**src/hw/rtl/mfsp_pkg.sv**
```systemverilog
// ----------------------------------------------------------------------------
// MIDI file stream parser package
// Shared result record, kind and error codes.
// ----------------------------------------------------------------------------
package mfsp_pkg;

  localparam logic [2:0] KIND_HEADER  = 3'd0;
  localparam logic [2:0] KIND_TRACK   = 3'd1;
  localparam logic [2:0] KIND_CHANNEL = 3'd2;
  localparam logic [2:0] KIND_META    = 3'd3;
  localparam logic [2:0] KIND_PAYLOAD = 3'd4;
  localparam logic [2:0] KIND_ERROR   = 3'd5;

  localparam logic [2:0] ERR_NONE      = 3'd0;
  localparam logic [2:0] ERR_BAD_TAG   = 3'd1;
  localparam logic [2:0] ERR_HDR_LEN   = 3'd2;
  localparam logic [2:0] ERR_STATUS    = 3'd3;
  localparam logic [2:0] ERR_OVERRUN   = 3'd4;
  localparam logic [2:0] ERR_EMPTY     = 3'd5;
  localparam logic [2:0] ERR_TRUNCATED = 3'd6;

  typedef struct packed {
    logic [2:0]  kind;
    logic [31:0] delta_time;
    logic [3:0]  channel;
    logic [7:0]  event_code;
    logic [7:0]  data_first;
    logic [7:0]  data_second;
    logic [31:0] length;
    logic [15:0] header_format;
    logic [15:0] header_tracks;
    logic [15:0] header_division;
    logic        track_done;
    logic [2:0]  error_cause;
  } result_t;

endpackage

```
**src/hw/rtl/mfsp_front.sv**
```systemverilog
// ----------------------------------------------------------------------------
// MIDI file stream parser front end
// Takes one byte per beat, tracks chunk and event structure, and produces
// at most one result record per byte.
// ----------------------------------------------------------------------------
module mfsp_front #(
  parameter int DELTA_WIDTH = 32
) (
  input  logic              clk,
  input  logic              rst_n,
  input  logic              take,
  input  logic [7:0]        data_byte,
  input  logic              final_byte,
  output logic              res_valid,
  output mfsp_pkg::result_t res
);

  typedef enum logic [11:0] {
    PH_HTAG   = 12'b000000000001,
    PH_HLEN   = 12'b000000000010,
    PH_HWORDS = 12'b000000000100,
    PH_TTAG   = 12'b000000001000,
    PH_TLEN   = 12'b000000010000,
    PH_DELTA  = 12'b000000100000,
    PH_STATUS = 12'b000001000000,
    PH_D1     = 12'b000010000000,
    PH_D2     = 12'b000100000000,
    PH_MTYPE  = 12'b001000000000,
    PH_VLEN   = 12'b010000000000,
    PH_PAY    = 12'b100000000000
  } phase_t;

  phase_t            phase_r, phase_nxt;
  logic [2:0]        cnt_r, cnt_nxt;
  logic [31:0]       word_r, word_nxt;
  logic [15:0]       hw0_r, hw1_r, hw2_r, hw0_nxt, hw1_nxt, hw2_nxt;
  logic [7:0]        rs_r, rs_nxt;
  logic              rsv_r, rsv_nxt;
  logic [31:0]       chunk_r, chunk_nxt;
  logic [DELTA_WIDTH-1:0] delta_r, delta_nxt;
  logic [31:0]       pay_r, pay_nxt;
  logic [7:0]        held_r, held_nxt;
  logic              err_r, err_nxt;

  logic [7:0]        tag_byte;
  logic [2:0]        cause;
  logic              complete, have, first_data;
  logic [3:0]        cnt_inc;
  mfsp_pkg::result_t r;

  always_comb begin
    tag_byte = 8'h00;
    unique case (cnt_r[1:0])
      2'd0: tag_byte = 8'h4d;
      2'd1: tag_byte = 8'h54;
      2'd2: tag_byte = (phase_r == PH_HTAG) ? 8'h68 : 8'h72;
      default: tag_byte = (phase_r == PH_HTAG) ? 8'h64 : 8'h6b;
    endcase
  end

  assign cnt_inc = {1'b0, cnt_r} + 4'd1;

  always_comb begin
    phase_nxt = phase_r; cnt_nxt = cnt_r; word_nxt = word_r;
    hw0_nxt = hw0_r; hw1_nxt = hw1_r; hw2_nxt = hw2_r;
    rs_nxt = rs_r; rsv_nxt = rsv_r; chunk_nxt = chunk_r;
    delta_nxt = delta_r; pay_nxt = pay_r; held_nxt = held_r; err_nxt = err_r;
    cause = mfsp_pkg::ERR_NONE; complete = 1'b0; have = 1'b0; first_data = 1'b0;
    r = '0;
    unique case (phase_r)
      PH_HTAG, PH_TTAG: begin
        if (data_byte != tag_byte) begin
          cause = mfsp_pkg::ERR_BAD_TAG;
        end else if (cnt_inc == 4'd4) begin
          cnt_nxt = 3'd0;
          word_nxt = '0;
          phase_nxt = (phase_r == PH_HTAG) ? PH_HLEN : PH_TLEN;
        end else begin
          cnt_nxt = cnt_inc[2:0];
        end
      end
      PH_HLEN, PH_TLEN: begin
        word_nxt = {word_r[23:0], data_byte};
        cnt_nxt = cnt_inc[2:0];
        if (cnt_inc == 4'd4) begin
          cnt_nxt = 3'd0;
          if (phase_r == PH_HLEN) begin
            if (word_nxt != 32'd6) cause = mfsp_pkg::ERR_HDR_LEN;
            else phase_nxt = PH_HWORDS;
          end else if (word_nxt == 32'd0) begin
            cause = mfsp_pkg::ERR_EMPTY;
          end else begin
            chunk_nxt = word_nxt;
            delta_nxt = '0;
            phase_nxt = PH_DELTA;
            r.kind = mfsp_pkg::KIND_TRACK;
            r.length = word_nxt;
            have = 1'b1;
          end
        end
      end
      PH_HWORDS: begin
        unique case (cnt_r[2:1])
          2'd0: hw0_nxt = {hw0_r[7:0], data_byte};
          2'd1: hw1_nxt = {hw1_r[7:0], data_byte};
          default: hw2_nxt = {hw2_r[7:0], data_byte};
        endcase
        cnt_nxt = cnt_inc[2:0];
        if (cnt_inc >= 4'd6) begin
          cnt_nxt = 3'd0;
          phase_nxt = PH_TTAG;
          r.kind = mfsp_pkg::KIND_HEADER;
          r.header_format = hw0_nxt;
          r.header_tracks = hw1_nxt;
          r.header_division = hw2_nxt;
          have = 1'b1;
        end
      end
      default: begin
        chunk_nxt = chunk_r - 32'd1;
        unique case (phase_r)
          PH_DELTA: begin
            delta_nxt = {delta_r[DELTA_WIDTH-8:0], 7'd0} +
                        DELTA_WIDTH'(data_byte[6:0]);
            if (!data_byte[7]) phase_nxt = PH_STATUS;
          end
          PH_STATUS: begin
            if (data_byte == 8'hff) begin
              phase_nxt = PH_MTYPE;
            end else if (data_byte == 8'hf0 || data_byte == 8'hf7) begin
              held_nxt = data_byte;
              word_nxt = '0;
              phase_nxt = PH_VLEN;
            end else if (data_byte[7]) begin
              rs_nxt = data_byte;
              rsv_nxt = 1'b1;
              if (data_byte < 8'hf0) phase_nxt = PH_D1;
              else cause = mfsp_pkg::ERR_STATUS;
            end else if (!rsv_r || !rs_r[7] || rs_r >= 8'hf0) begin
              cause = mfsp_pkg::ERR_STATUS;
            end else begin
              first_data = 1'b1;
            end
          end
          PH_D1: first_data = 1'b1;
          PH_D2: begin
            r.kind = mfsp_pkg::KIND_CHANNEL;
            r.data_first = held_r;
            r.data_second = data_byte;
            have = 1'b1;
            complete = 1'b1;
          end
          PH_MTYPE: begin
            held_nxt = data_byte;
            word_nxt = '0;
            phase_nxt = PH_VLEN;
          end
          PH_VLEN: begin
            word_nxt = {word_r[24:0], 7'd0} + {25'd0, data_byte[6:0]};
            if (!data_byte[7]) begin
              r.kind = mfsp_pkg::KIND_META;
              r.event_code = held_r;
              r.length = word_nxt;
              have = 1'b1;
              pay_nxt = word_nxt;
              if (word_nxt == 32'd0) complete = 1'b1;
              else phase_nxt = PH_PAY;
            end
          end
          default: begin
            r.kind = mfsp_pkg::KIND_PAYLOAD;
            r.event_code = held_r;
            r.data_first = data_byte;
            have = 1'b1;
            pay_nxt = pay_r - 32'd1;
            if (pay_nxt == 32'd0) complete = 1'b1;
          end
        endcase
        if (first_data) begin
          if (rs_nxt[7:4] != 4'hc && rs_nxt[7:4] != 4'hd) begin
            held_nxt = data_byte;
            phase_nxt = PH_D2;
          end else begin
            r.kind = mfsp_pkg::KIND_CHANNEL;
            r.data_first = data_byte;
            have = 1'b1;
            complete = 1'b1;
          end
        end
        if (have) begin
          r.delta_time = 32'(delta_nxt);
          if (r.kind == mfsp_pkg::KIND_CHANNEL) begin
            r.channel = rs_nxt[3:0];
            r.event_code = {rs_nxt[7:4], 4'h0};
          end
        end
        if (cause == mfsp_pkg::ERR_NONE) begin
          if (complete) begin
            delta_nxt = '0;
            phase_nxt = PH_DELTA;
          end
          if (chunk_nxt == 32'd0) begin
            if (complete) begin
              r.track_done = 1'b1;
              phase_nxt = PH_TTAG;
              cnt_nxt = 3'd0;
            end else begin
              cause = mfsp_pkg::ERR_OVERRUN;
            end
          end
        end
      end
    endcase
    if (cause == mfsp_pkg::ERR_NONE && final_byte &&
        !(phase_nxt == PH_TTAG && cnt_nxt == 3'd0))
      cause = mfsp_pkg::ERR_TRUNCATED;
    if (cause != mfsp_pkg::ERR_NONE) begin
      r = '0;
      r.kind = mfsp_pkg::KIND_ERROR;
      r.error_cause = cause;
      err_nxt = 1'b1;
      have = 1'b1;
    end
  end

  always_ff @(posedge clk) begin
    if (!rst_n) begin
      phase_r <= PH_HTAG; cnt_r <= '0; word_r <= '0;
      hw0_r <= '0; hw1_r <= '0; hw2_r <= '0;
      rs_r <= '0; rsv_r <= 1'b0; chunk_r <= '0; delta_r <= '0;
      pay_r <= '0; held_r <= '0; err_r <= 1'b0;
    end else if (take && !err_r) begin
      phase_r <= phase_nxt; cnt_r <= cnt_nxt; word_r <= word_nxt;
      hw0_r <= hw0_nxt; hw1_r <= hw1_nxt; hw2_r <= hw2_nxt;
      rs_r <= rs_nxt; rsv_r <= rsv_nxt; chunk_r <= chunk_nxt; delta_r <= delta_nxt;
      pay_r <= pay_nxt; held_r <= held_nxt; err_r <= err_nxt;
    end
  end

  assign res_valid = take && !err_r && have;
  assign res = r;

endmodule

```
**src/hw/rtl/mfsp_queue.sv**
```systemverilog
// ----------------------------------------------------------------------------
// MIDI file stream parser result queue
// Two-entry queue holding result records ahead of the output port.
// ----------------------------------------------------------------------------
module mfsp_queue (
  input  logic              clk,
  input  logic              rst_n,
  input  logic              push,
  input  mfsp_pkg::result_t push_data,
  output logic              space,
  output logic              out_valid,
  input  logic              out_ready,
  output mfsp_pkg::result_t out_data
);

  mfsp_pkg::result_t mem_r [2];
  logic              wp_r, rp_r;
  logic [1:0]        cnt_r;
  logic              pop;

  assign pop       = out_valid && out_ready;
  assign out_valid = (cnt_r != 2'd0);
  assign space     = (cnt_r != 2'd2) || out_ready;
  assign out_data  = mem_r[rp_r];

  always_ff @(posedge clk) begin
    if (push) mem_r[wp_r] <= push_data;
  end

  always_ff @(posedge clk) begin
    if (!rst_n) begin
      wp_r <= 1'b0; rp_r <= 1'b0; cnt_r <= 2'd0;
    end else begin
      if (push) wp_r <= ~wp_r;
      if (pop) rp_r <= ~rp_r;
      cnt_r <= cnt_r + {1'b0, push} - {1'b0, pop};
    end
  end

endmodule

```
**src/hw/rtl/midi_file_stream_parser_unit.sv**
```systemverilog
// ----------------------------------------------------------------------------
// Each result record is registered in the result queue before it reaches the out_ ports.
// Throughput: one byte per cycle; the parser holds off only when both
// entries of the two-deep result queue are full and the output is stalled.
// Reset: synchronous active-low rst_n returns the parser to expect the
// header tag and empties the result queue; the first error latches until reset.
// ----------------------------------------------------------------------------
module midi_file_stream_parser_unit #(
  parameter int DELTA_WIDTH = 32
) (
  input  logic        clk,
  input  logic        rst_n,
  input  logic        in_valid,
  output logic        in_ready,
  input  logic [7:0]  in_data_byte,
  input  logic        in_final_byte,
  output logic        out_valid,
  input  logic        out_ready,
  output logic [2:0]  out_kind,
  output logic [31:0] out_delta_time,
  output logic [3:0]  out_channel,
  output logic [7:0]  out_event_code,
  output logic [7:0]  out_data_first,
  output logic [7:0]  out_data_second,
  output logic [31:0] out_length,
  output logic [15:0] out_header_format,
  output logic [15:0] out_header_tracks,
  output logic [15:0] out_header_division,
  output logic        out_track_done,
  output logic [2:0]  out_error_cause
);

  logic              space, res_valid;
  mfsp_pkg::result_t res, q;

  assign in_ready = space;

  mfsp_front #(.DELTA_WIDTH(DELTA_WIDTH)) u_front (
    .clk(clk), .rst_n(rst_n), .take(in_valid && in_ready),
    .data_byte(in_data_byte), .final_byte(in_final_byte),
    .res_valid(res_valid), .res(res)
  );

  mfsp_queue u_queue (
    .clk(clk), .rst_n(rst_n), .push(res_valid), .push_data(res),
    .space(space), .out_valid(out_valid), .out_ready(out_ready), .out_data(q)
  );

  assign out_kind            = q.kind;
  assign out_delta_time      = q.delta_time;
  assign out_channel         = q.channel;
  assign out_event_code      = q.event_code;
  assign out_data_first      = q.data_first;
  assign out_data_second     = q.data_second;
  assign out_length          = q.length;
  assign out_header_format   = q.header_format;
  assign out_header_tracks   = q.header_tracks;
  assign out_header_division = q.header_division;
  assign out_track_done      = q.track_done;
  assign out_error_cause     = q.error_cause;

endmodule
```
**config.mk**
```make
export PLATFORM = sky130hd
export DESIGN_NAME = midi_file_stream_parser_unit
export DESIGN_NICKNAME = d
export VERILOG_FILES = /design/src/hw/rtl/mfsp_pkg.sv /design/src/hw/rtl/mfsp_front.sv /design/src/hw/rtl/mfsp_queue.sv /design/src/hw/rtl/midi_file_stream_parser_unit.sv
export SDC_FILE = /design/constraint.sdc
export NUM_CORES = 1
export LEC_CHECK = 0
export ABC_AREA = 1
export BUFFER_PORTS_ARGS = -buffer_cell sky130_fd_sc_hd__buf_2
export CAP_MARGIN = 20
export CELL_PAD_IN_SITES_DETAIL_PLACEMENT = 2
export CELL_PAD_IN_SITES_GLOBAL_PLACEMENT = 2
export CORE_UTILIZATION = 30
export DETAILED_ROUTE_END_ITERATION = 10
export MAX_ROUTING_LAYER = met4
export PLACE_DENSITY = 0.77
export SYNTH_ARGS = -nofsm -noshare
export SYNTH_HDL_FRONTEND = slang
export SYNTH_HIERARCHICAL = 1
export SYNTH_SLANG_ARGS = --single-unit
```
**constraint.sdc**
```tcl
create_clock -name clk -period 19.6 [get_ports clk]
set_clock_uncertainty 0.15 [all_clocks]
set_input_delay 5.88 -clock clk [delete_from_list [all_inputs] [get_ports clk]]
set_output_delay 5.88 -clock clk [all_outputs]
set_load 0.01 [all_outputs]
```
Word level (Yosys, flattened, before mapping)
Memory sizes are Yosys's and may differ from the RTL's. A register that Yosys moved wholly into a read port is not among the register bits.
Index checks and enable logic that the tools add are counted.
{"block": "word_totals", "ff_bits": 206, "ram_bits": 294, "in_bits": 13, "out_inout_bits": 149, "word_cells": 252, "memories": 1}
{"block": "classes", "add_sub_neg": 7, "magnitude_cmp": 3, "n_eq_ne": 33, "mux": 141, "bitwise": 8, "reduce_logical": 43}
{"name": "u_queue.mem_r", "words": 2, "width": 147, "rd": 1, "rd_ports_with_merged_regs": 1, "wr": 1, "line": "mfsp_queue.sv:16", "rtl": "mfsp_pkg::result_t mem_r [2];"}
{"cell": "32-bit two-way mux", "count": 15}
{"cell": "32-bit case mux with 2 select lines", "count": 4}
{"cell": "12-bit two-way mux", "count": 21}
{"cell": "25-bit case mux with 3 select lines", "count": 2}
{"cell": "147-bit two-way mux", "count": 1}
{"cell": "32-bit zero test", "count": 4}
{"cell": "8-bit two-way mux", "count": 13}
{"cell": "25-bit two-way mux", "count": 4}
{"cell": "48-bit two-way mux", "count": 2}
{"cell": "3-bit two-way mux", "count": 22}
{"cell": "32-bit by 7-bit adder with 32-bit output", "count": 2}
{"cell": "32-bit by 1-bit subtractor with 32-bit output, second input constant", "count": 2}
{"cell": "60-bit two-way mux", "count": 1}
{"cell": "16-bit two-way mux", "count": 3}
{"cell": "12-bit case mux with 4 select lines", "count": 1}
{"cell": "8-bit case mux with 2 select lines", "count": 3}
{"cell": "44-bit two-way mux", "count": 1}
{"cell": "12-bit case mux with 3 select lines", "count": 1}
{"cell": "32-bit by 3-bit != test with 1-bit output, second input constant", "count": 1}
{"cell": "1-bit two-way mux", "count": 31}
{"cell": "3-bit case mux with 3 select lines", "count": 3}
{"cell": "12-bit by 4-bit equality test with 1-bit output, second input constant", "count": 2}
{"cell": "8-bit equality test, second input constant", "count": 3}
{"cell": "8-bit case mux with 3 select lines", "count": 1}
{"cell": "other kinds (49)", "count": 92}

Logic depth before layout (Yosys ltp)
Gate-level depths: netlist of the first run.
{"block": "logic_depth", "ltp_word": 26, "ltp_mapped": 32, "mapped_depth_nobuf": 31}

Cells and area by module
Netlist of the first run, hierarchy kept.
{"module": "mfsp_front", "instances": 1, "cells_each": 2487, "area_per_inst_um2": 14517.7, "seq_area_each_um2": 4043.9}
{"module": "mfsp_queue", "instances": 1, "cells_each": 493, "area_per_inst_um2": 10896.7, "seq_area_each_um2": 8928.6}
{"module": "midi_file_stream_parser_unit", "instances": 1, "cells_each": 2, "area_per_inst_um2": 7.5, "seq_area_each_um2": 0.0}

Worst setup path after synthesis of the first run
Ideal clock, no wire load.
{"block": "synth_path", "path_kind": "in2reg", "start": "in in_data_byte[2]", "end": "mem u_queue/mem_r[0][0] in the netlist's numbering (enable)", "setup_ns": 0.659, "arrival_time_ns": 14.222, "required_time_ns": 18.791, "slack_ns": 4.569, "stages": 25, "path_buffers": 2, "cell_sequence": "buf_2 nand2_1 inv_1 nand2_1 nand2_1 nand2_1 inv_2 nor2_4 nand2_2 nand2_2 nand3_4 nor2_4 nor2_8 nand2_4 inv_2 nand3b_1 nand2_1 nor3b_2 nand2_2 nand2_2 buf_6 nand2_1 nand2_1 inv_1 nor2_1"}
{"block": "synth_between", "elab_chain_len": 26, "word_cells_on_any_way": 87, "classes_between": "add/sub (1); order compare (1); eq/ne (8); mux (64); reduce/logical (13)"}
{"element": "start, declared", "line": "midi_file_stream_parser_unit.sv:15", "rtl": "input logic [7:0] in_data_byte,"}
{"element": "parallel branches: the longest is 22 deep, another holds 32-bit by 7-bit adder with 32-bit output"}
{"element": "1-bit two-way mux *", "line": "mfsp_front.sv:217", "rtl": "if (cause != mfsp_pkg::ERR_NONE) begin"}
{"element": "1-bit logical AND *", "line": "mfsp_front.sv:240", "rtl": "assign res_valid = take && !err_r && have;"}
{"element": "via res_valid", "line": "midi_file_stream_parser_unit.sv:33", "rtl": "logic space, res_valid;"}
{"element": "1-bit two-way mux *", "line": "mfsp_queue.sv:27", "rtl": "if (push) mem_r[wp_r] <= push_data;"}
{"element": "1-bit two-way mux (implied by the code) *", "line": "mfsp_queue.sv:27"}
{"element": "end, declared", "line": "mfsp_queue.sv:16"}
Mark *: on every way through the listed nets, which the timed path passes. The select of a mux whose other input is x is not followed.

Final worst setup path of the first run
{"block": "layout_path", "start": "in out_ready", "end": "out in_ready"}
{"block": "layout_between", "elab_chain_len": 1}
{"element": "start, declared", "line": "midi_file_stream_parser_unit.sv:18", "rtl": "input logic out_ready,"}
{"element": "1-bit logical OR", "line": "mfsp_queue.sv:23", "rtl": "assign space = (cnt_r != 2'd2) || out_ready;"}
{"element": "end, declared", "line": "midi_file_stream_parser_unit.sv:14", "rtl": "output logic in_ready,"}
Every way passes these cells.

==> results of run 1 <==
-- state kept, by name, indices dropped and copies added, names as in the netlist, 3 cells and up, named ones only --
| name | count |
|---|---|
| u_front/chunk_r | 32 |
| u_front/cnt_r | 3 |
| u_front/delta_r | 32 |
| u_front/held_r | 8 |
| u_front/hw0_r | 16 |
| u_front/hw1_r | 16 |
| u_front/hw2_r | 16 |
| u_front/pay_r | 32 |
| u_front/phase_r | 12 |
| u_front/rs_r | 8 |
| u_front/word_r | 25 |
| u_queue/mem_r | 294 |
-- logic make-up (layout without fill, tap and decap cells) --
kind of cell	after synthesis	count (layout)
simple gates	1356	1356
compound gates	548	548
flops	501	501
buf+inv	409	562
mux	148	148
fa+ha+maj	11	11
xor+xnor	9	9
other cells	0	2
-- power groups by stage --
stage	clock [mW]	sequential [mW]	combinational, mW
after global routing	1.18	1.83	2.61
after floorplan	0	1.78	1.58
after detailed placement	0	1.81	2.36
final	1.12	1.79	2.37
after CTS	1.14	1.80	2.39
after global placement	0	1.78	2.29
-- cell type report --
class	count	area (sq um)
Antenna cell	2	5.005
Clock buffer	80	1635
Clock inverter	30	321.6
Fill cell	9511	54620
Inverter	261	989.7
Multi-Input combinational cell	2072	10780
Sequential cell	501	12980
Tap cell	1134	1419
Timing Repair Buffer	191	1074
-- cells in the mapped netlist (3+ instances only) --
library cell  number  area (sq um)
nand2_1          635          2384
nor2_1           414          1554
edfxtp_1         294          8828
inv_1            239         897.1
o21ai_0          238          1191
dfxtp_1          207          4144
nand3_1          161         805.8
a21oi_1          156         780.8
mux2_2           147          1655
clkbuf_1         109         409.1
a31oi_1           52         325.3
a211oi_1          37         277.8
nand4_1           31         193.9
nor2_2            27         168.9
nor3_1            26         130.1
buf_6             18         202.7
nand2_2           18         112.6
inv_2             15         56.30
o211a_1           15         150.1
a22oi_1           13         97.59
o21ai_1           13         65.06
buf_2             12         60.06
ha_1              11         137.6
nor2_4            11         123.9
a221oi_1           7         61.31
nor3_2             7         70.07
o211ai_1           7         52.55
xor2_1             7         61.31
buf_1              6         22.52
nand3_2            6         60.06
clkinv_1           5         18.77
nand3b_1           5         37.54
nor4_1             4         25.02
and3_1             3         18.77
nand2_4            3         33.78
o21ai_2            3         26.28
-- routing by layer --
| layer | up-vias | global-route usage |
|---|---|---|
| li1 | 10320 | - |
| met1 | 11280 | 0.3028 |
| met2 | 533 | 0.3664 |
| met3 | 108 | 0.02579 |
| met4 | 0 | 0.05734 |
| met5 | - | - |
-- final timing paths --
path	startpoint	end	slack, ns	depth (start not counted)
min reg2reg	u_front/hw1_r[8]	u_front/hw1_r[8]	0.30	2
max	out_ready	in_ready	7.29	4
max reg2reg	u_front/phase_r[9]	u_queue/mem_r[1][40]	13.10	21
min	u_front/hw1_r[8]	u_front/hw1_r[8]	0.30	2
-- metrics by stage --
step                cells  worst slack, ns
finish               4271            7.289
global route         4271            7.240
CTS                  4267            7.279
detailed placement   4157            7.280
global placement     4157            7.274
floorplan            2982            4.569
-- critical path, cell delays in order --
cell and delay, ns:
buf_2 0.11, inv_1 0.06, nand3_1 0.09, buf_2 0.15
==> out/summary.txt, run 1 <==
status - finished clean
Slew headroom - 0.3020
later-pin clock latency in the skew report - 0.64 ns
crit path time final - 12.31 ns
post-synthesis simple-gate area fraction - 0.2274
CTS tree - yes
CTS buffer count - 58
Core ar. - 83,820 sq um
endpoints failing hold - 0
initial drt markers - 1,443
Seq/Total Area, Yosys - 0.5103
met2 routed WL - 45,540 microns
GRT overflow - 0
CP Max Fanout - 2
CP Capture Type - output pin
Startpoint Class - input pin
most frequent cells in the layout - nand2_1 (633), nor2_1 (409), edfxtp_1 (294)
post-synthesis cell type count - 52
total track usage - 0.2271
internal power - 2.935 mW
cell area power density - 180.9 nW/um^2
DR top layer - met4
Async SR Flop Fraction - 0
drt pass-1 iters - 5
Sw Share - 0.4445
vias in the first global route - 23,370
Arr. time, crit path - 6.28 ns
mux cell area share after synthesis - 0.06551
Post-CTS Setup Inserts - 0
maximum clock path buffer count - 3
nets - 3,109
Final Core Density - 0.3484
WL/cell - 22.64 microns
Setup CP Type - in2out
Sequential Power Share - 0.339
Post-synth EDFFs - 294
Final Slew Violations - 0
f_max - 0.08123 GHz
Critical Path RT - 13.57 ns
Adder-Cell Fraction of Synth Area - 0.005414
DRT Wirelength - 96,690 microns
TNS Setup - 0 ns
pin count of the biggest net entering global routing - 91
Avg Cell Area, Syn - 8.525 sq um
leak pwr - 11.52 nW
Gate power share - 0.449
layout cells sized above 1 - 0.1703
met1 wire length - 44,810 microns
WL met3 - 4303 microns
vias per inst - 5.208
first-pass GRT wire length - 146,600 microns
Least-Margin Pin Slew - 1.047 ns
GPL Wtd Cong - 0.8858
Clock Root Buffer - clkbuf_16
Die Span Y - 293.1 microns
XOR/XNOR Fraction of Synth Area - 0.003101
RSZ-0062 raised after global routing - no
synthesized area - 25,420 sq um
Cell Area, Placed - 27,190 sq um
post-CTS sizing - 0
final setup fails - 0
Synth Area in Compound Gates - 0.1214
total design power - 5.284 mW
YS warnings - 6
Layout Area Growth over Synthesis - 14.87%
FP Rows - 106
Tcrit/Tclk final - 0.6281
Hold Buf Count CTS - 0
Clock Power Share - 0.211
Switch Pwr - 2.349 mW
DP HPWL - 67,720 microns
htree depth - 2
Syn Nets - 3,006
Cells after Synth - 2,982
Worst-path clk slew - 0.06 ns
largest family of logic cells by synthesized area - simple AND/OR/NAND/NOR gates
Sink Count - 501
via count - 22,250
commonest non-fill, non-tap cell in the layout - nand2_1
worst ir drop on vdd - 0.1225 mV
Max-Cap Viols - 0
Starting Density - 0.3033
worst hold path type - reg2reg
DRC - 0
post-synthesis register bit count - 501
most common flop cell mapped by yosys - edfxtp_1
Final Cell Area - 29,200 sq um
hold_ws - 0.3036 ns
Die Wd - 293.1 microns
PortBufs - 161
die area - 85,910 sq um
DRT antenna net count - 0
# IOs - 162
initial antenna violation count - 4
Power figures use the tool's default switching activity.
==> run 2, diff against run 1 <==
==> constraint.sdc (replaced) <==
create_clock -name clk -period 11.9 [get_ports clk]
set_clock_uncertainty 0.15 [all_clocks]
set_input_delay 3.57 -clock clk [delete_from_list [all_inputs] [get_ports clk]]
set_output_delay 3.57 -clock clk [all_outputs]
set_load 0.01 [all_outputs]
==> run 2 against run 1 <==
Compared with the run above:
- register-to-register slack worse by 7.9 ns
- total power is 66% higher
- largest power group unchanged
- combinational power is 67% higher
- sequential share of layout area is 0.057 points lower
- utilization hardly changed
- sequential power is 65% higher
- non-clock buffer count stayed put
- first-iteration DRC count is 3.4% lower
- clock power is 66% higher
- cell area is 0.13% higher
- clock-buffer cell count is 14 lower
- critical path depth is 20 higher
==> out/summary.txt, run 2 (synthesis results as in run 1) <==
vias per inst - 5.222
DRT antenna net count - 0
most frequent cells in the layout - nand2_1 (633), nor2_1 (409), edfxtp_1 (294)
Cell Area, Placed - 27,210 sq um
DP HPWL - 68,920 microns
total track usage - 0.2292
Clock Root Buffer - clkbuf_16
GRT overflow - 0
Core ar. - 83,820 sq um
Die Span Y - 293.1 microns
RSZ-0062 raised after global routing - no
htree depth - 2
f_max - 0.1221 GHz
CP max-delay cell - inv_6
worst hold path type - reg2reg
maximum clock path buffer count - 3
CTS buffer count - 57
crit-path cells - buf_2 > nand2_1 > nor2_2 > nand2_1 > nand3_2 > nor2_4 > nand2_2 > nand2_2 > nand3_4 > nor2_4 > nor2_2 > nand2_1 > inv_2 > nand3_1 > nand3_1 > nor3_2 > nand2_1 > nand2_2 > nand2_2 > nand2_1 > nand2_1 > nand2_1 > inv_6 > buf_4
Setup CP Type - in2reg
Slew headroom - 0.3705
TNS Setup - 0 ns
via count - 22,280
leak pwr - 11.54 nW
Die Wd - 293.1 microns
Crit path largest cell delay - 0.65 ns
drt pass-1 iters - 5
first-pass GRT wire length - 148,000 microns
Post-CTS Setup Inserts - 0
vias in the first global route - 23,560
Max-Cap Viols - 0
DRC - 0
Worst-path clk slew - 0.06 ns
initial drt markers - 1,394
Tcrit/Tclk final - 0.6885
GPL Wtd Cong - 0.9156
Filler cells - 9,520
Largest Register - u_queue/mem_r
CP Capture Type - flip-flop
status - finished clean
CTS tree - yes
worst ir drop on vdd - 0.1492 mV
hold_ws - 0.3084 ns
Least-Margin Pin Slew - 0.9442 ns
crit path time final - 8.193 ns
post-CTS sizing - 0
pin count of the biggest net entering global routing - 179
endpoints failing hold - 0
CP top delay family - simple AND/OR/NAND/NOR gates
Startpoint Class - input pin
commonest non-fill, non-tap cell in the layout - nand2_1
Arr. time, crit path - 8.29 ns
later-pin clock latency in the skew report - 0.63 ns
FP Rows - 106
CP Max Fanout - 83
Final Core Density - 0.3488
Starting Density - 0.3033
initial antenna violation count - 4
Crit path top cell by count - nand2_1
PortBufs - 161
Critical Path RT - 12.00 ns
layout cells sized above 1 - 0.1706
max reg flops - 294
WP buf/inv - 4
total design power - 8.780 mW
Sink Count - 501
die area - 85,910 sq um
Hold Buf Count CTS - 0
final setup fails - 0
Final Cell Area - 29,240 sq um
Layout Area Growth over Synthesis - 15.02%
Final Slew Violations - 0
nets - 3,108
# IOs - 162
cell area power density - 300.3 nW/um^2
WL/cell - 22.80 microns
DRT Wirelength - 97,300 microns
[run 2: final cells by class]
cell class              count  area, sq um  share of cell area
inverters                 261        989.7             0.03385
diodes                      2        5.005           0.0001712
repair buffers            191         1106             0.03783
multi-input cells        2072        10780              0.3686
clock inverters            40        465.4             0.01592
clock buffers              66         1501             0.05135
flip-flops and latches    501        12980              0.4438
well taps                1134         1419             0.04852
[run 2: tightest hold or removal path, cell delays in order, from the launching register on]
cell,delay (ns)
dfxtp_1,0.29
inv_1,0.06
a21oi_1,0.06
[run 2: layer usage]
| layer | vias to the layer above | global-route usage | part of all wire |
|---|---|---|---|
| met5 | - | - | 0 |
| met3 | 108 | 0.02542 | 0.037 |
| li1 | 10310 | - | - |
| met4 | 0 | 0.05325 | 0.021 |
| met2 | 457 | 0.3767 | 0.48 |
| met1 | 11410 | 0.3019 | 0.47 |
[run 2: report_power, final]
group          leakage, nW  switching [mW]  internal, mW
Combinational         6.06            2.79          1.17
Sequential            4.54           0.350          2.61
Clock                0.942           0.777          1.08
[run 2: worst paths after layout]
check,from,endpoint,cells past startpoint,slack (ns)
setup / recovery,in_data_byte[7],u_queue/mem_r[1][74],24,3.71
setup reg to reg,u_front/phase_r[10],u_queue/mem_r[1][74],20,5.22
hold / removal,u_front/hw1_r[15],u_front/hw1_r[15],2,0.31
hold reg to reg,u_front/hw1_r[15],u_front/hw1_r[15],2,0.31
[run 2: stage by stage]
| step | instances | worst slack [ns] |
|---|---|---|
| global route | 4267 | 3.289 |
| detailed placement | 4157 | 3.050 |
| CTS | 4263 | 3.698 |
| floorplan | 2982 | 1.732 |
| finish | 4267 | 3.707 |
| global placement | 4156 | 3.240 |
==> run 3, diff against run 2 <==
--- a/config.mk
+++ b/config.mk
@@ -5,7 +5,7 @@
 export SDC_FILE = /design/constraint.sdc
 export NUM_CORES = 1
 export LEC_CHECK = 0
-export ABC_AREA = 1
+export ABC_AREA = 0
 export BUFFER_PORTS_ARGS = -buffer_cell sky130_fd_sc_hd__buf_2
 export CAP_MARGIN = 20
 export CELL_PAD_IN_SITES_DETAIL_PLACEMENT = 2
@@ -13,7 +13,7 @@
 export CORE_UTILIZATION = 30
 export DETAILED_ROUTE_END_ITERATION = 10
 export MAX_ROUTING_LAYER = met4
-export PLACE_DENSITY = 0.77
+export PLACE_DENSITY = 0.74
 export SYNTH_ARGS = -nofsm -noshare
 export SYNTH_HDL_FRONTEND = slang
 export SYNTH_HIERARCHICAL = 1
==> constraint.sdc (replaced) <==
create_clock -name clk -period 8.55 [get_ports clk]
set_clock_uncertainty 0.15 [all_clocks]
set_input_delay 2.565 -clock clk [delete_from_list [all_inputs] [get_ports clk]]
set_output_delay 2.565 -clock clk [all_outputs]
set_load 0.01 [all_outputs]
==> run 3 against run 2 <==
Compared with the run above:
- sequential share of layout area increased by 0.64 points
- flip-flop and latch count unchanged
- largest cell class unchanged
- largest power group unchanged
- total power is 3.0% higher
- worst hold slack better by 0.0045 ns
- sequential power up 6%
- cell count fell by 14%
- non-clock buffer count increased by 23
- global-route usage is 0.91 points lower
- critical path depth is 11 lower
- worst setup slack lost 2.4 ns
- register-to-register slack got worse by 3.3 ns
==> out/summary.txt, run 3 <==
Place WS - 0.7690 ns
die area - 84,470 sq um
Die Span Y - 290.6 microns
Worst-path clk slew - 0.06 ns
Critical Path RT - 8.67 ns
pin count of the biggest net entering global routing - 139
WHS Endpoint - u_front/hw0_r[15]
Switch Pwr - 3.441 mW
worst hold path type - reg2reg
layout cells sized above 1 - 0.2071
WHS Path Cells - 2
PortBufs - 161
Gate power share - 0.365
total track usage - 0.2201
Cells after Synth - 2,485
DP HPWL - 61,730 microns
Die Wd - 290.6 microns
crit-path cells - buf_2 > nand4_1 > a21o_1 > and2_1 > o21ai_0 > and3_1 > nand2_1 > o22ai_1 > nand3_1 > and4_1 > a21oi_1 > and2_4 > buf_4
Post-CTS Setup Inserts - 0
total design power - 9.048 mW
Async SR Flop Fraction - 0
Crit path largest cell delay - 0.82 ns
leak pwr - 9.743 nW
most frequent cells in the layout - nand2_1 (314), edfxtp_1 (294), nor2_1 (260)
Largest Register - u_queue/mem_r
Tcrit/Tclk final - 0.8466
final setup fails - 0
WL/cell - 25.19 microns
DRC - 0
post-synthesis register bit count - 501
setup ws final - 1.311 ns
endpoints failing hold - 0
Starting Density - 0.3039
CP max-delay cell - and2_4
Max-Cap Viols - 0
TNS Setup - 0 ns
Hold Buf Count CTS - 0
status - finished clean
Setup CP Type - in2reg
Final Slew Violations - 0
DR top layer - met4
Critical R2R Launch - u_front/phase_r[3]
crit path time final - 7.239 ns
Filler cells - 8,845
number of diodes - 0
DRT Wirelength - 92,630 microns
DRT antenna net count - 0
Layout Area Growth over Synthesis - 15.33%
Sw Share - 0.3803
drt pass-1 iters - 5
maximum clock path buffer count - 3
worst ir drop on vdd - 0.1550 mV
hold path start - u_front/hw0_r[15]
CTS buffer count - 57
Clock Power Share - 0.289
Synth area leaders - edfxtp_1 (35%), dfxtp_1 (17%), mux2_2 (6.6%)
FP Rows - 105
Syn Nets - 2,509
Sequential Power Share - 0.346
FF+latch area - 12,980 sq um
max reg flops - 294
vias per inst - 5.623
via count - 20,680
most common flop cell mapped by yosys - edfxtp_1
later-pin clock latency in the skew report - 0.64 ns
first-pass GRT wire length - 141,200 microns
initial drt markers - 1,143
CP Capture Type - flip-flop
GRT overflow - 0
met1 wire length - 40,460 microns
Cell Area, Placed - 26,800 sq um
GPL Wtd Cong - 0.8695
CP Max Fanout - 59
initial antenna violation count - 1
# IOs - 162
cell area power density - 313.9 nW/um^2
Slew headroom - 0.2866
most common cell in the netlist - nand2_1
Synth top area share - 0.3532
Multi-input gate area - 11,100 sq um
leading area contributor after synthesis - edfxtp_1
Sink Count - 501
met2 routed WL - 46,820 microns
Least-Margin Pin Slew - 1.060 ns
nets - 2,583
r2r endpoint - u_queue/mem_r[1][29]
internal power - 5.606 mW
f_max - 0.1381 GHz
Final Cell Area - 28,830 sq um
Clock Root Buffer - clkbuf_16
commonest non-fill, non-tap cell in the layout - nand2_1
register-to-register setup slack - 1.95 ns
Avg Cell Area, Syn - 10.06 sq um
synthesized area - 24,990 sq um
vias in the first global route - 22,350
Post-synth EDFFs - 294
CTS tree - yes
htree depth - 2
synth cell count leaders - nand2_1 (314), edfxtp_1 (294), nor2_1 (261)
RSZ-0062 raised after global routing - no
post-synthesis cell type count - 82
FF-to-FF path depth - 13
YS warnings - 6
post-CTS sizing - 0
Seq/Total Area, Yosys - 0.5190
Core ar. - 82,240 sq um
Arr. time, crit path - 7.36 ns
WL met3 - 2869 microns
Startpoint Class - input pin
-- run 3: cell type report --
type                       instances  share of cell area
inverter                          28            0.003733
multi-input combinational       1757              0.3852
clock buffer                      68             0.05265
sequential                       501              0.4502
clock inverter                    40             0.01732
tap                             1070             0.04644
timing repair buffer             214             0.04449
-- run 3: critical path, delay by kind of cell --
kind                   cells  cell delay [ns]
and+or+nand+nor            7             2.47
AOI/OAI and AO/OA          4             1.34
buffers and inverters      2             0.94
-- run 3: logic make-up after synthesis --
| logic type | share of synthesized area |
|---|---|
| AOI/OAI and AO/OA | 0.1358 |
| xor gates and xnor gates | 0.007910 |
| adders and majority gates | 0.005507 |
| buffers and inverters | 0.03990 |
| DFF | 0.5190 |
| muxes | 0.09146 |
| and+or+nand+nor | 0.2004 |
-- run 3: power groups by stage --
stage / clock network, mW / registers, mW / logic, mW
floorplan: 0 / 3.03 / 2.28
global placement: 0 / 3.15 / 3.20
detailed placement: 0 / 3.18 / 3.30
CTS: 2.67 / 3.13 / 3.34
global route: 2.76 / 3.16 / 3.59
finish: 2.62 / 3.13 / 3.30
-- run 3: through the flow --
stage	utilization	std cells	hold slack [ns]
global placement	0.3257	3568	0.2907
finish	0.3505	3678	0.3129
CTS	0.3504	3677	0.3127
detailed placement	0.3259	3569	0.3033
floorplan	-	2485	0.2857
global route	0.3505	3678	0.3354
-- run 3: routing by layer --
metal	GRT usage	up-vias
li1	-	9366
met1	0.2716	10740
met2	0.3797	422
met3	0.02126	149
met4	0.06556	0
met5	-	-
-- run 3: how the worst max path moves through the flow --
| stage | from | to | slack, ns | cells after the start |
|---|---|---|---|---|
| floorplan | in_data_byte[1] | u_queue/mem_r[0][0] | 0.38 | 14 |
| global placement | in_data_byte[4] | u_queue/mem_r[1][31] | 0.96 | 13 |
| detailed placement | in_data_byte[4] | u_queue/mem_r[1][27] | 0.77 | 13 |
| CTS | in_data_byte[4] | u_queue/mem_r[1][34] | 1.42 | 13 |
| global route | in_data_byte[4] | u_queue/mem_r[1][29] | 1.14 | 13 |
| finish | in_data_byte[4] | u_queue/mem_r[1][29] | 1.31 | 13 |
